--- src/hdl/taf_pkg.sv ---
// Package for the traction assist force block: shared types and constants.
package taf_pkg;

  localparam int UNIT_SHIFT = 30;
  localparam int CFG_IDX_W  = 3;

  // Fraction bits of the Q1.x inputs; the 16-bit fields fix this at 15.
  localparam int FRAC_BITS  = 15;

  // Register indexes of the configuration port.
  typedef enum logic [CFG_IDX_W-1:0] {
    REG_MAX_FORCE      = 3'd0,
    REG_THROTTLE_GAIN  = 3'd1,
    REG_UPWARD_BIAS    = 3'd2,
    REG_MIN_CONFIDENCE = 3'd3,
    REG_CONTACT_THR    = 3'd4,
    REG_YAW_THR        = 3'd5,
    REG_THROTTLE_THR   = 3'd6
  } cfg_reg_t;

  // Configuration register set.
  typedef struct packed {
    logic [31:0] max_force;
    logic [31:0] throttle_gain;
    logic [15:0] upward_bias;
    logic [15:0] min_confidence;
    logic [15:0] contact_threshold;
    logic [15:0] yaw_threshold;
    logic [15:0] throttle_threshold;
  } cfg_t;

endpackage

--- src/hdl/taf_cfg_regs.sv ---
// Configuration register file of the traction assist force block.
module taf_cfg_regs (
  input  logic        clk,
  input  logic        rst,
  input  logic        cfg_we,
  input  logic [2:0]  cfg_index,
  input  logic [31:0] cfg_data,
  output taf_pkg::cfg_t cfg
);

  // Register writes; reset loads the defaults.
  always_ff @(posedge clk) begin
    if (rst) begin
      cfg.max_force          <= 32'd65536000;
      cfg.throttle_gain      <= 32'd65536000;
      cfg.upward_bias        <= 16'd16384;
      cfg.min_confidence     <= 16'd9830;
      cfg.contact_threshold  <= 16'd16384;
      cfg.yaw_threshold      <= 16'd9830;
      cfg.throttle_threshold <= 16'd3277;
    end else if (cfg_we) begin
      unique case (cfg_index)
        taf_pkg::REG_MAX_FORCE:      cfg.max_force          <= cfg_data;
        taf_pkg::REG_THROTTLE_GAIN:  cfg.throttle_gain      <= cfg_data;
        taf_pkg::REG_UPWARD_BIAS:    cfg.upward_bias        <= cfg_data[15:0];
        taf_pkg::REG_MIN_CONFIDENCE: cfg.min_confidence     <= cfg_data[15:0];
        taf_pkg::REG_CONTACT_THR:    cfg.contact_threshold  <= cfg_data[15:0];
        taf_pkg::REG_YAW_THR:        cfg.yaw_threshold      <= cfg_data[15:0];
        taf_pkg::REG_THROTTLE_THR:   cfg.throttle_threshold <= cfg_data[15:0];
        default: ;
      endcase
    end
  end

endmodule

--- config.mk ---
export PLATFORM = sky130hd
export DESIGN_NAME = taf_cfg_regs
export DESIGN_NICKNAME = d
export VERILOG_FILES = /design/src/hdl/taf_pkg.sv /design/src/hdl/taf_cfg_regs.sv
export SDC_FILE = /design/constraint.sdc
export NUM_CORES = 1
export LEC_CHECK = 0
export ABC_CLOCK_PERIOD_IN_PS = 3500
export BUFFER_PORTS_ARGS = -buffer_cell sky130_fd_sc_hd__buf_4
export CORE_MARGIN = 2
export CORE_UTILIZATION = 35
export CTS_CLUSTER_SIZE = 28
export DETAILED_ROUTE_END_ITERATION = 10
export GPL_TIMING_DRIVEN = 0
export PLACE_DENSITY_LB_ADDON = 0.2
export SLEW_MARGIN = 10
export SYNTH_ARGS = -nofsm -noshare
export SYNTH_HDL_FRONTEND = slang
export SYNTH_SLANG_ARGS = --single-unit
--- constraint.sdc ---
create_clock -name clk -period 3.5 [get_ports clk]
set_clock_uncertainty 0.2 [all_clocks]
set_input_delay 0.7 -clock clk [delete_from_list [all_inputs] [get_ports clk]]
set_output_delay 0.7 -clock clk [all_outputs]
set_load 0.01 [all_outputs]
**Word level (Yosys, flattened, before mapping)**

Cells that the tools add are included.

- Bits in registers: 144
- Input bits: 38
- Output and inout bits: 144
- Logic and storage cells: 21

- Eq/ne operators: 6
- Reduce and logical (&&, ||, !) cells: 8

Operators by type and width:

| operator | count |
|---|---|
| 2-bit AND reduction | 7 |
| 3-bit equality test (second input constant) | 3 |
| 3-bit by 2-bit equality test with 1-bit output (second input constant) | 2 |
| 3-bit by 1-bit equality test with 1-bit output (second input constant) | 1 |
| 3-bit zero test | 1 |

**Depth between registers and ports, before layout**

- Depth in word-level cells: 2
- Gate-level depth with buffers: 5
- Mapped depth without buffers: 2

**Least setup slack after synthesis**

No wires, ideal clock.

- Path type: input to register
- Start: input cfg_index[0]
- End: register cfg[133] (netlist name)
- Setup time: 121 ps
- Data arrival time: 1,618 ps
- Data required time: 3,179 ps
- Setup slack: 1,561 ps
- Stages on the path: 4
- Buffers on the path: 2
- Cells stage by stage: or4b_1 > buf_6 > buf_12 > mux2i_1

- Cells in the longest elaborated chain, start to end: 2

Ends and longest elaborated chain:

| item | RTL line | source |
|---|---|---|
| start: declaration | taf_cfg_regs.sv:6 | `input logic [2:0] cfg_index,` |
| 3-bit zero test | taf_cfg_regs.sv:22 | `unique case (cfg_index)` |
| 2-bit AND reduction (no source line) | -- |  |
| end: declaration | taf_cfg_regs.sv:8 | `output taf_pkg::cfg_t cfg` |

No other way between the ends.
A chain may end at the register's enable or synchronous reset.

==> flow_metrics.tcl <==
set metrics [dict create \
    status "finished, final reports clean" \
    cpMaxStageDelayCell "clkbuf_1" \
    cts_sinks 144 \
    synth_area_leaders "dfxtp_1, mux2i_1, nand2b_1, nor2_1, clkbuf_1" \
    cp-start-kind "input port" \
    viasPerCell 4.55 \
    min_path_type "register to register" \
    worstPathArrival_ns 2.21 \
    yosys_warnings 0 \
    antenna_found_initial 0 \
    wl_mm 16.7 \
    cts_inserted_buffers 17 \
    largest_register_ff_count 144 \
    setup_violations 0 \
    syn-mean-instance-area_sq_um 10.8 \
    period_minus_slack_ns 2.07 \
    design.core.area_sq_um 15800 \
    relSlewSlack 0.573 \
    grt_pass1_wl_mm 24.8 \
    die_h_microns 131 \
    gr-total-overflow 0 \
    start_util 0.357 \
    worst_path_most_repeated_cell "clkbuf_1" \
    avgRoutedWirePerCell_microns 17.5 \
    hold_buffers 0 \
    io_buffers 180 \
    drv_slew 0 \
    yosysUniqueCellTypes 14 \
    track_usage 0.194 \
    drc_errors 0 \
    critPathTopFamily "buffers and inverters" \
    post-place-cells 920 \
    placement.setup.worst_slack_ns 1.00 \
    die_area_sq_um 17200 \
    min_delay_worst_endpoint "cfg[55]$_SDFFE_PP0P_" \
    yosysSeqAreaShare 0.510 \
    crit_fanout 10 \
    ios 182 \
    ys_seq_elements 144 \
    p_leak_nw 3.88 \
    syn_nets 562 \
    total_power_mw 3.78 \
    cts.htree.levels 4 \
    hold_depth 2 \
    hold_viol_final 0 \
    reg_top3 "cfg: 144 flops" \
    r2r_end "cfg[84]$_SDFFE_PP0P_" \
    largest_register "cfg" \
    first_pass_iters 4 \
    grt_max_degree 17 \
    fin_crit_sh 0.590 \
    synth_cells 524 \
    drtIter0Drc 150 \
    grt_pass1_vias 4434 \
    cts_tree "built" \
    cp_num_buf_inv 3 \
    tightest_slew_ns 0.640 \
    area_growth_pct 38.9 \
    max_stage_delay_ns 0.54 \
    cts_resized 0 \
    rsz0062_at_grt "false" \
    dp_hpwl_mm 12.4 \
    fin_ws_ns 1.43 \
    fmax_mhz 484 \
    critPathKind "input port to register" \
    tns_ns 0 \
    worstPathRequired_ns 3.64 \
    r2r_cells 2 \
    crit_chain "clkbuf_1 > clkbuf_1 > clkbuf_1 > nor2_1 > mux2i_1" \
    netlist_area_sq_um 5650 \
    vdd_ir_drop_max_v 0.000346 \
    clock_latency_ns 0.41 \
    timing.max_cap.violations 0 \
    layout-drive-gt1-share 0.307 \
    reg2reg_slack_ns 2.64 \
    clk_pin_slew_ns 0.05 \
    fin_cells 951 \
    num_rows 46 \
    nNetsFinal 761 \
    postCtsSetupBuffers 0 \
    ant_nets 0 \
    root_buffer "clkbuf_16" \
    reg2reg_from "cfg[84]$_SDFFE_PP0P_" \
    synth_area_leader_cell "dfxtp_1" \
    hold_path_startpoint "cfg[55]$_SDFFE_PP0P_" \
    die_x_microns 131 \
    vias 4331 \
    max-clock-path-buffers 2 \
    critPathCaptureType "register" \
    power_per_cell_area_nw_per_um2 481 \
    gp_congestion 0.773 \
    synth_top_area_frac 0.510 \
]
## cell usage after synthesis
master	instances
or4b_1	1
nor2_1	53
mux2i_1	144
and4bb_2	1
buf_6	1
nand4bb_1	3
nand4b_1	3
buf_2	15
clkbuf_1	21
nand2b_1	135
buf_12	1
nor4b_1	1
buf_4	1
dfxtp_1	144
## area by class of cell
type,count,area [sq um]
Clock inverter,5,78.8
Tap cell,216,270
Sequential cell,144,2880
Fill cell,1525,7980
Multi-Input combinational cell,341,2580
Timing Repair Buffer,180,1350
Clock buffer,25,495
Antenna cell,1,2.50
Buffer,39,193
## worst max-delay path by stage
stage / end / cells after the start / slack, ns / start
finish: cfg[102]$_SDFFE_PP1P_ / 5 / 1.43 / rst
global route: cfg[101]$_SDFFE_PP1P_ / 5 / 1.27 / rst
CTS: cfg[102]$_SDFFE_PP1P_ / 5 / 1.45 / rst
detailed placement: cfg[103]$_SDFFE_PP1P_ / 5 / 1.00 / rst
global placement: cfg[0]$_SDFFE_PP1P_ / 5 / 1.06 / rst
floorplan: cfg[133]$_SDFFE_PP1P_ / 4 / 1.56 / cfg_index[0]
## cell families (layout without fill, tap and decap cells)
kind of cell	Yosys count	in the layout	share of synthesized area
AND/OR/NAND/NOR	197	197	0.201
multiplexers	144	144	0.255
flip-flops	144	144	0.510
buffers and inverters	39	249	0.0341
other	0	1	0
## layer usage
layer  vias up  GRT usage  wire, microns
li1       2131          -              -
met2       129      0.326           7960
met1      2051      0.238           7260
met3        20     0.0597           1220
met4         0     0.0663            215
met5         -          0              0
## where the power goes
| part | switching, mW | internal [mW] |
|---|---|---|
| Sequential | 0.0223 | 1.68 |
| Combinational | 0.151 | 0.143 |
| Clock | 0.666 | 1.12 |
| Total | 0.839 | 2.94 |
## stage by stage
stage | hold WS [ns] | cell area [sq um] | utilization
floorplan | 0.293 | 5650 | -
global placement | 0.261 | 7270 | 0.460
detailed placement | 0.267 | 7270 | 0.460
CTS | 0.278 | 7850 | 0.496
global route | 0.295 | 7850 | 0.496
finish | 0.275 | 7850 | 0.496
## placed cells by master (no fill, tap or decap)
| master | count |
|---|---|
| nor2_1 | 53 |
| dfxtp_1 | 144 |
| diode_2 | 1 |
| clkinv_2 | 2 |
| nor4b_1 | 1 |
| and4bb_2 | 1 |
| nand4b_1 | 3 |
| buf_4 | 181 |
| or4b_1 | 1 |
| buf_12 | 1 |
| mux2i_1 | 144 |
| clkinv_4 | 1 |
| bufinv_16 | 2 |
| clkbuf_1 | 25 |
| clkbuf_8 | 4 |
| clkbuf_16 | 17 |
| nand2b_1 | 135 |
| nand4bb_1 | 3 |
| buf_2 | 15 |
| buf_6 | 1 |
## worst register-to-register path: cells and delay by family (launching register included)
family        cells  cell delay, ns
mux               1            0.17
simple gates      1            0.07
flops             1            0.34
(Power assumes the default switching activity.)
