$ cat config.mk
export PLATFORM = sky130hd
export DESIGN_NAME = taf_sqrt_stage
export DESIGN_NICKNAME = d
export VERILOG_FILES = /design/src/hdl/taf_sqrt_stage.sv
export SDC_FILE = /design/constraint.sdc
export NUM_CORES = 1
export LEC_CHECK = 0
export ABC_AREA = 1
export BUFFER_PORTS_ARGS = -buffer_cell sky130_fd_sc_hd__buf_2
export CAP_MARGIN = 20
export CORE_ASPECT_RATIO = 1.1
export CORE_UTILIZATION = 47
export DETAILED_ROUTE_END_ITERATION = 8
export PLACE_DENSITY_LB_ADDON = 0.05
export SKIP_LAST_GASP = 1
export SLEW_MARGIN = 20
export SYNTH_ARGS = -nofsm -noshare
export SYNTH_HDL_FRONTEND = slang
export SYNTH_SLANG_ARGS = --single-unit
export TNS_END_PERCENT = 100
$ cat constraint.sdc
create_clock -name vclk -period 3.2
set_input_delay 0.64 -clock vclk [all_inputs]
set_output_delay 0.64 -clock vclk [all_outputs]
set_load 0.01 [all_outputs]
$ cat src/hdl/taf_sqrt_stage.sv
// One pipelined restoring square root step: two radicand bits per stage.
module taf_sqrt_stage #(
  parameter int RW = 64,
  parameter int QW = 32
) (
  input  logic [RW-1:0] rem_in,
  input  logic [QW-1:0] root_in,
  input  logic [1:0]    pair,
  output logic [RW-1:0] rem_out,
  output logic [QW-1:0] root_out
);

  logic [RW-1:0] shifted;
  logic [RW-1:0] trial;

  // Bring down the next bit pair and try subtracting 4r+1.
  always_comb begin
    shifted = {rem_in[RW-3:0], pair};
    trial   = RW'({root_in[QW-1:0], 2'b01});
    if (shifted >= trial) begin
      rem_out  = shifted - trial;
      root_out = {root_in[QW-2:0], 1'b1};
    end else begin
      rem_out  = shifted;
      root_out = {root_in[QW-2:0], 1'b0};
    end
  end

endmodule

Yosys cells after proc, flatten, opt, wreduce, memory -nomap -nowiden
Index checks and enable logic that the tools add are counted.

Bits in registers: 0. Bits of input ports: 98.

Add/subtract/negate cells: 1. Order comparisons: 1. Muxes and demuxes: 2.

Operator list (number): 64-bit by 34-bit >= comparator with 1-bit output (1); 64-bit two-way mux (1); 64-bit by 34-bit subtractor with 64-bit output (1); 1-bit two-way mux (1).

Longest topological paths before layout
Gate-level depths: netlist of run 1.

Depth after elaboration: 2. Depth in mapped cells: 16. Depth with buffers taken out: 15.

Worst setup path after synthesis of run 1
OpenSTA, ideal clock, no wires.

Path type: in2out. Start: input root_in[1]. End: output rem_out[25]. Arrival time: 2.212 ns. Setup slack: 0.348 ns. Stages: 16. Buffers on the path: 1. Cell sequence: inv_1 -> ha_1 -> nand2_1 -> nand2_1 -> inv_2 -> nand2_2 -> nand2_1 -> nand2_1 -> nand2_1 -> nand2_2 -> nand2_4 -> nand3_4 -> nor2_8 -> buf_6 -> nand2_1 -> nand2_1.

Longest elaborated chain between the ends: 2. Elaborated cells on any way between the ends: 3.

Ends and longest elaborated chain: start, declared (line 7) `input logic [QW-1:0] root_in,`; 64-bit by 34-bit subtractor with 64-bit output / 64-bit by 34-bit >= comparator with 1-bit output (equally long branches) (line 21, 20); 64-bit two-way mux * (line 20) `if (shifted >= trial) begin`; end, declared (line 9) `output logic [RW-1:0] rem_out,`.

Mark *: on every way between the ends. The rest lies on a longest branch, timed or not.

Worst setup path after layout of run 1
Start: input root_in[1]. End: output rem_out[7].

The elaborated chain is that of the path after synthesis.

==> run summary, run 1 <==
routability cong.: 0.987
nets: 1563
Hold Fails Final Rpt: 0
crit path DAT: 2560 ps
Die Span X: 105 µm
crit path buf inv count: 6
Synth cell types: 32
largest net degree at the start of global routing: 20
final-layout clock buffer total: 0
Pre-Repair DR Iteration Count: 9
CP Max Fanout: 6
synthesized area: 0.00550 mm²
Port Buffers: 192
Register Area: 0 µm²
die area: 0.0121 mm²
maximum capacitance violations: 0
sequential power share: 0%
worst relative slew slack: 75.4%
final worst slack: -4.88 ps
commonest cells after routing, fill and taps aside: 384 x nand2_1, 216 x inv_1, 174 x buf_2
Clk pwr share: 0%
Mean Syn Cell Area: 4.77 µm²
die height: 115 µm
area grow syn2layout: 56.0%
IO Count: 194
Peak supply drop: 0.120 mV
core area: 0.0114 mm²
first-pass GRT wire length: 32100 µm
Setup-failing EPs final: 1
cell internal pwr: 656 µW
failing checks: DRC, setup timing
Residual DRC: 2
critical path type: primary input to output port
element type at the critical path end: output port
WP depth: 18
Synthesized Nets: 1285
number of cell rows: 41
sw frac: 55.9%
final WL: 24100 µm
Hold Buf Count CTS: 0
Synth Area in XOR/XNOR: 4.46%
critical path launch point type: primary input
Post-Layout Cell Count: 1579
Initial Utilization: 48.1%
Pleak: 0.00476 µW
Psw: 833 µW
Gate Count Post-Synth: 1153
setup_tns: -4.88 ps
Period minus WS final: 3200 ps
register area share after synthesis: 0%
total number of vias: 7972
Ant. Diodes: 0
combinational family with the most area after synthesis: simple AND/OR/NAND/NOR gates
fraction of final layout cells sized beyond drive strength 1: 41.7%
utilization after layout: 75.0%
critical path cell sequence: buf_6 > inv_2 > ha_4 > nand2_2 > nand2_2 > inv_2 > nand2_2 > nand2_2 > nand2_2 > nand2_2 > nand2_4 > nand2_4 > nand3_4 > nor2_8 > buf_12 > clkbuf_16 > o21ai_2 > buf_2
multiplexer area fraction after synthesis: 0%
worst slack, placed: -119 ps
Gate power share: 100.0%
status: finished, violations left
Initial DRC Count: 564
HP Class: primary input to output port
Synth Warn #: 0
sequential cell count: 0
Final ANT Viol Nets: 0
RSZ-0062 raised after global routing: true
most common cell after layout, fill and taps aside: nand2_1
vias in the first global route: 6706
crit-path most repeated cell: nand2_2
CP max-delay cell: nor2_8
Slew @ Worst Pin: 365 ps
power consumption: 1490 µW
post-synthesis adder-cell area fraction: 7.73%
CP peak stage delay: 250 ps
Post-Place Cells: 1547
post-synthesis compound-gate area fraction: 11.4%
initial antenna violation count: 0
Peak Freq: 312 MHz
Hold Path Cell Cnt: 2
Wirelength per Cell: 15.3 µm
PD cells: 173 mW/mm²
grt ovf: 0
Req. time, crit path: 2560 ps
GRT Util Overall: 33.8%
Synth Area in Simple Gates: 52.3%
Top Family by Delay on Critical Path: simple AND/OR/NAND/NOR gates
HPWL Detailed: 17700 µm
post-DR vias/cell: 5.05
Final period util: 100%
max-slew violation count: 0
## cells in the mapped netlist
cell / count / area [µm²]
nor2_8: 1 / 20.0
clkinv_1: 2 / 7.51
o21ai_0: 9 / 45.0
buf_4: 31 / 233
or2_1: 1 / 6.26
inv_2: 14 / 52.6
a21o_1: 3 / 22.5
xor2_1: 6 / 52.6
nor4_1: 1 / 6.26
a21oi_1: 29 / 145
nand3_1: 75 / 375
nand2_2: 8 / 50.1
nand4_4: 1 / 21.3
nor2_2: 5 / 31.3
nor3_1: 11 / 55.1
nand3_4: 1 / 17.5
nor2_4: 2 / 22.5
a21oi_2: 22 / 193
nor3_2: 1 / 10.0
inv_1: 248 / 931
and3_1: 1 / 6.26
nand2_1: 451 / 1690
ha_1: 34 / 425
nand4_1: 11 / 68.8
o21ai_1: 1 / 5.00
buf_6: 9 / 101
nand3b_1: 2 / 15.0
nor2_1: 125 / 469
nand2_4: 1 / 11.3
o21ai_2: 24 / 210
xnor2_1: 22 / 193
o21bai_1: 1 / 7.51
## final timing paths
| check | startpoint | slack (ps) | endpoint |
|---|---|---|---|
| min | root_in[29] | 1460 | root_out[30] |
| max | root_in[1] | -5 | rem_out[7] |
## kinds of logic (layout without fill, tap and decap cells)
group                      after synthesis  after routing
adders and majority gates               34             34
and+or+nand+nor                        698            698
xor gates and xnor gates                28             28
buffers and inverters                  304            580
AOI/OAI and AO/OA                       89             89
## power groups by stage
stage	combinational [µW]	sequential (µW)	clock [µW]
6_report	1490	0	0
5_1_grt	1600	0	0
3_5_place_dp	1190	0	0
3_3_place_gp	1190	0	0
4_1_cts	1280	0	0
2_1_floorplan	706	0	0
## layout make-up
type                       count  area, µm²
inverter                     264       1010
tap                          150        188
fill                        1012       2860
multi-input combinational    849       5180
timing repair buffer         316       2200
## per-stage QoR
| step | area [µm²] | hold slack, ps |
|---|---|---|
| global route | 8580 | 1470 |
| finish | 8580 | 1460 |
| global placement | 7050 | 1480 |
| detailed placement | 7050 | 1480 |
| floorplan | 5500 | 1370 |
| CTS | 7650 | 1480 |
## layer usage
metal,vias to the layer above,GRT usage [%],wire [µm]
li1,3987,-,-
met4,0,16.7,1510
met1,3533,39.1,9430
met3,96,2.19,1450
met5,-,0,0
met2,356,63.3,11700
## repair_timing
action / in CTS / in global routing
setup endpoints to repair: 58 / 64
buffers inserted: 12 / 14
pin swaps: 7 / 61
gates cloned: 3 / 4
resized for setup: 60 / 214
(Power assumes the default switching activity.)
==> run 2: changes to the inputs <==
Settings changed: CORE_MARGIN set to 3, CORE_UTILIZATION 47 to 50.
==> run 2 against run 1 <==
Effect of this change: the run still ends with DRC, setup timing left; cell area rose by 3.0%; clock-buffer cell count did not move; global-route usage is 2.0 points higher; die area up 1.3%; worst hold slack better by 1.7 ps; via count rose by 15%; first-iteration DRC count up 140%; flip-flop and latch count stayed put; worst setup slack worse by 360 ps; critical path depth down 3; critical endpoint is now rem_out[19]; largest cell class unchanged.
==> run summary, run 2 (same netlist as run 1, synthesis figures left out) <==
WP depth: 15
Peak Freq: 280 MHz
Req. time, crit path: 2560 ps
most common cell after layout, fill and taps aside: nand2_1
die height: 116 µm
status: finished, violations left
critical path cell sequence: buf_2 > inv_1 > ha_4 > buf_4 > nand2_1 > nand2_1 > nand2_1 > nand2_1 > nand2_1 > nand2_1 > inv_1 > nand3_2 > xnor2_1 > o21ai_2 > buf_2
Worst setup endpoint: rem_out[19]
cell internal pwr: 670 µW
final worst slack: -368 ps
Wirelength per Cell: 19.6 µm
sequential cell count: 0
HP Class: primary input to output port
Pleak: 0.00492 µW
routing usage on met2: 67.2%
crit-path most repeated cell: nand2_1
Psw: 966 µW
crit path buf inv count: 5
met1 Track Usage GR: 40.5%
Post-Layout Cell Count: 1588
worst relative slew slack: 71.2%
element type at the critical path end: output port
Top Family by Delay on Critical Path: simple AND/OR/NAND/NOR gates
die area: 0.0123 mm²
CP max-delay cell: xnor2_1
Initial Utilization: 52.2%
Final ANT Viol Nets: 0
Hold Buf Count CTS: 0
final WL: 31200 µm
Initial DRC Count: 1342
GRT Util Overall: 35.8%
post-DR vias/cell: 5.77
number of cell rows: 39
Pre-Repair DR Iteration Count: 9
first-pass GRT wire length: 35000 µm
PD cells: 185 mW/mm²
Clk pwr share: 0%
critical path type: primary input to output port
routability cong.: 0.985
HPWL Detailed: 17700 µm
Area after DPL: 0.00707 mm²
Hold Fails Final Rpt: 0
gr busiest metal: met2
area grow syn2layout: 60.7%
critical path launch point type: primary input
Peak supply drop: 0.115 mV
final-layout clock buffer total: 0
WHS: 1470 ps
power consumption: 1640 µW
met3 usage: 2.62%
grt ovf: 0
initial antenna violation count: 1
Post-Place Cells: 1546
Ant. Diodes: 0
Hold Path Cell Cnt: 2
Register Area: 0 µm²
Residual DRC: 19
worst slack, placed: -122 ps
fraction of final layout cells sized beyond drive strength 1: 43.7%
maximum capacitance violations: 0
max-slew violation count: 0
Slew @ Worst Pin: 431 ps
sequential power share: 0%
vias in the first global route: 7397
RSZ-0062 raised after global routing: true
Port Buffers: 192
core area: 0.0105 mm²
Gate power share: 100.0%
Die Span X: 106 µm
largest net degree at the start of global routing: 15
sw frac: 59.0%
nets: 1579
Final period util: 112%
Setup-failing EPs final: 61
Period minus WS final: 3570 ps
failing checks: DRC, setup timing
CP peak stage delay: 340 ps
crit path DAT: 2930 ps
crit path launch: root_in[10]
CP Max Fanout: 3
IO Count: 194
commonest cells after routing, fill and taps aside: 366 x nand2_1, 219 x inv_1, 175 x buf_2
total number of vias: 9157
post-route cell area: 0.00884 mm²
==> run 2: cell count changes in the layout (fill, tap and decap cells not counted), sizes merged <==
| cell | before | now |
|---|---|---|
| buf | 312 | 331 |
| clkbuf | 4 | 1 |
| clkinv | 1 | 2 |
| inv | 263 | 262 |
==> run 2: final cells by class <==
type | count | area (µm²)
Tap cell | 143 | 179
Fill cell | 668 | 1700
Timing Repair Buffer | 332 | 2330
Inverter | 264 | 993
Multi-Input combinational cell | 849 | 5340
==> run 2: timing repair <==
| action | CTS | global route |
|---|---|---|
| pin swaps | 20 | 62 |
| setup buffers | 25 | 12 |
| gates cloned | 7 | 1 |
| endpoints found under the hold margin | 0 | 0 |
| endpoints found under the setup margin | 47 | 64 |
| resized for setup | 94 | 216 |
==> run 2: how the worst min path moves through the flow <==
stage	from	to	slack (ps)
after global routing	root_in[5]	root_out[6]	1470
after global placement	root_in[3]	root_out[4]	1480
final	root_in[27]	root_out[28]	1470
after CTS	root_in[16]	root_out[17]	1480
after floorplan	root_in[9]	root_out[10]	1370
after detailed placement	root_in[16]	root_out[17]	1480
==> run 2: power groups by stage <==
stage | Clock (µW) | Combinational [µW] | Sequential [µW]
finish | 0 | 1640 | 0
global route | 0 | 1710 | 0
CTS | 0 | 1310 | 0
detailed placement | 0 | 1190 | 0
global placement | 0 | 1180 | 0
floorplan | 0 | 706 | 0
==> run 2: through the flow <==
step / setup TNS, ps / util [%]
2_1_floorplan: 0 / -
4_1_cts: -0.318 / 76.2
3_5_place_dp: -2960 / 67.1
3_3_place_gp: -2430 / 67.1
6_report: -8950 / 83.9
5_1_grt: -13300 / 83.9
==> run 2: per-layer routing <==
| layer | share of wire (%) | wire length [µm] |
|---|---|---|
| met1 | 32 | 10100 |
| met2 | 43 | 13400 |
| met3 | 14 | 4330 |
| met4 | 11 | 3350 |
| met5 | 0 | 0 |
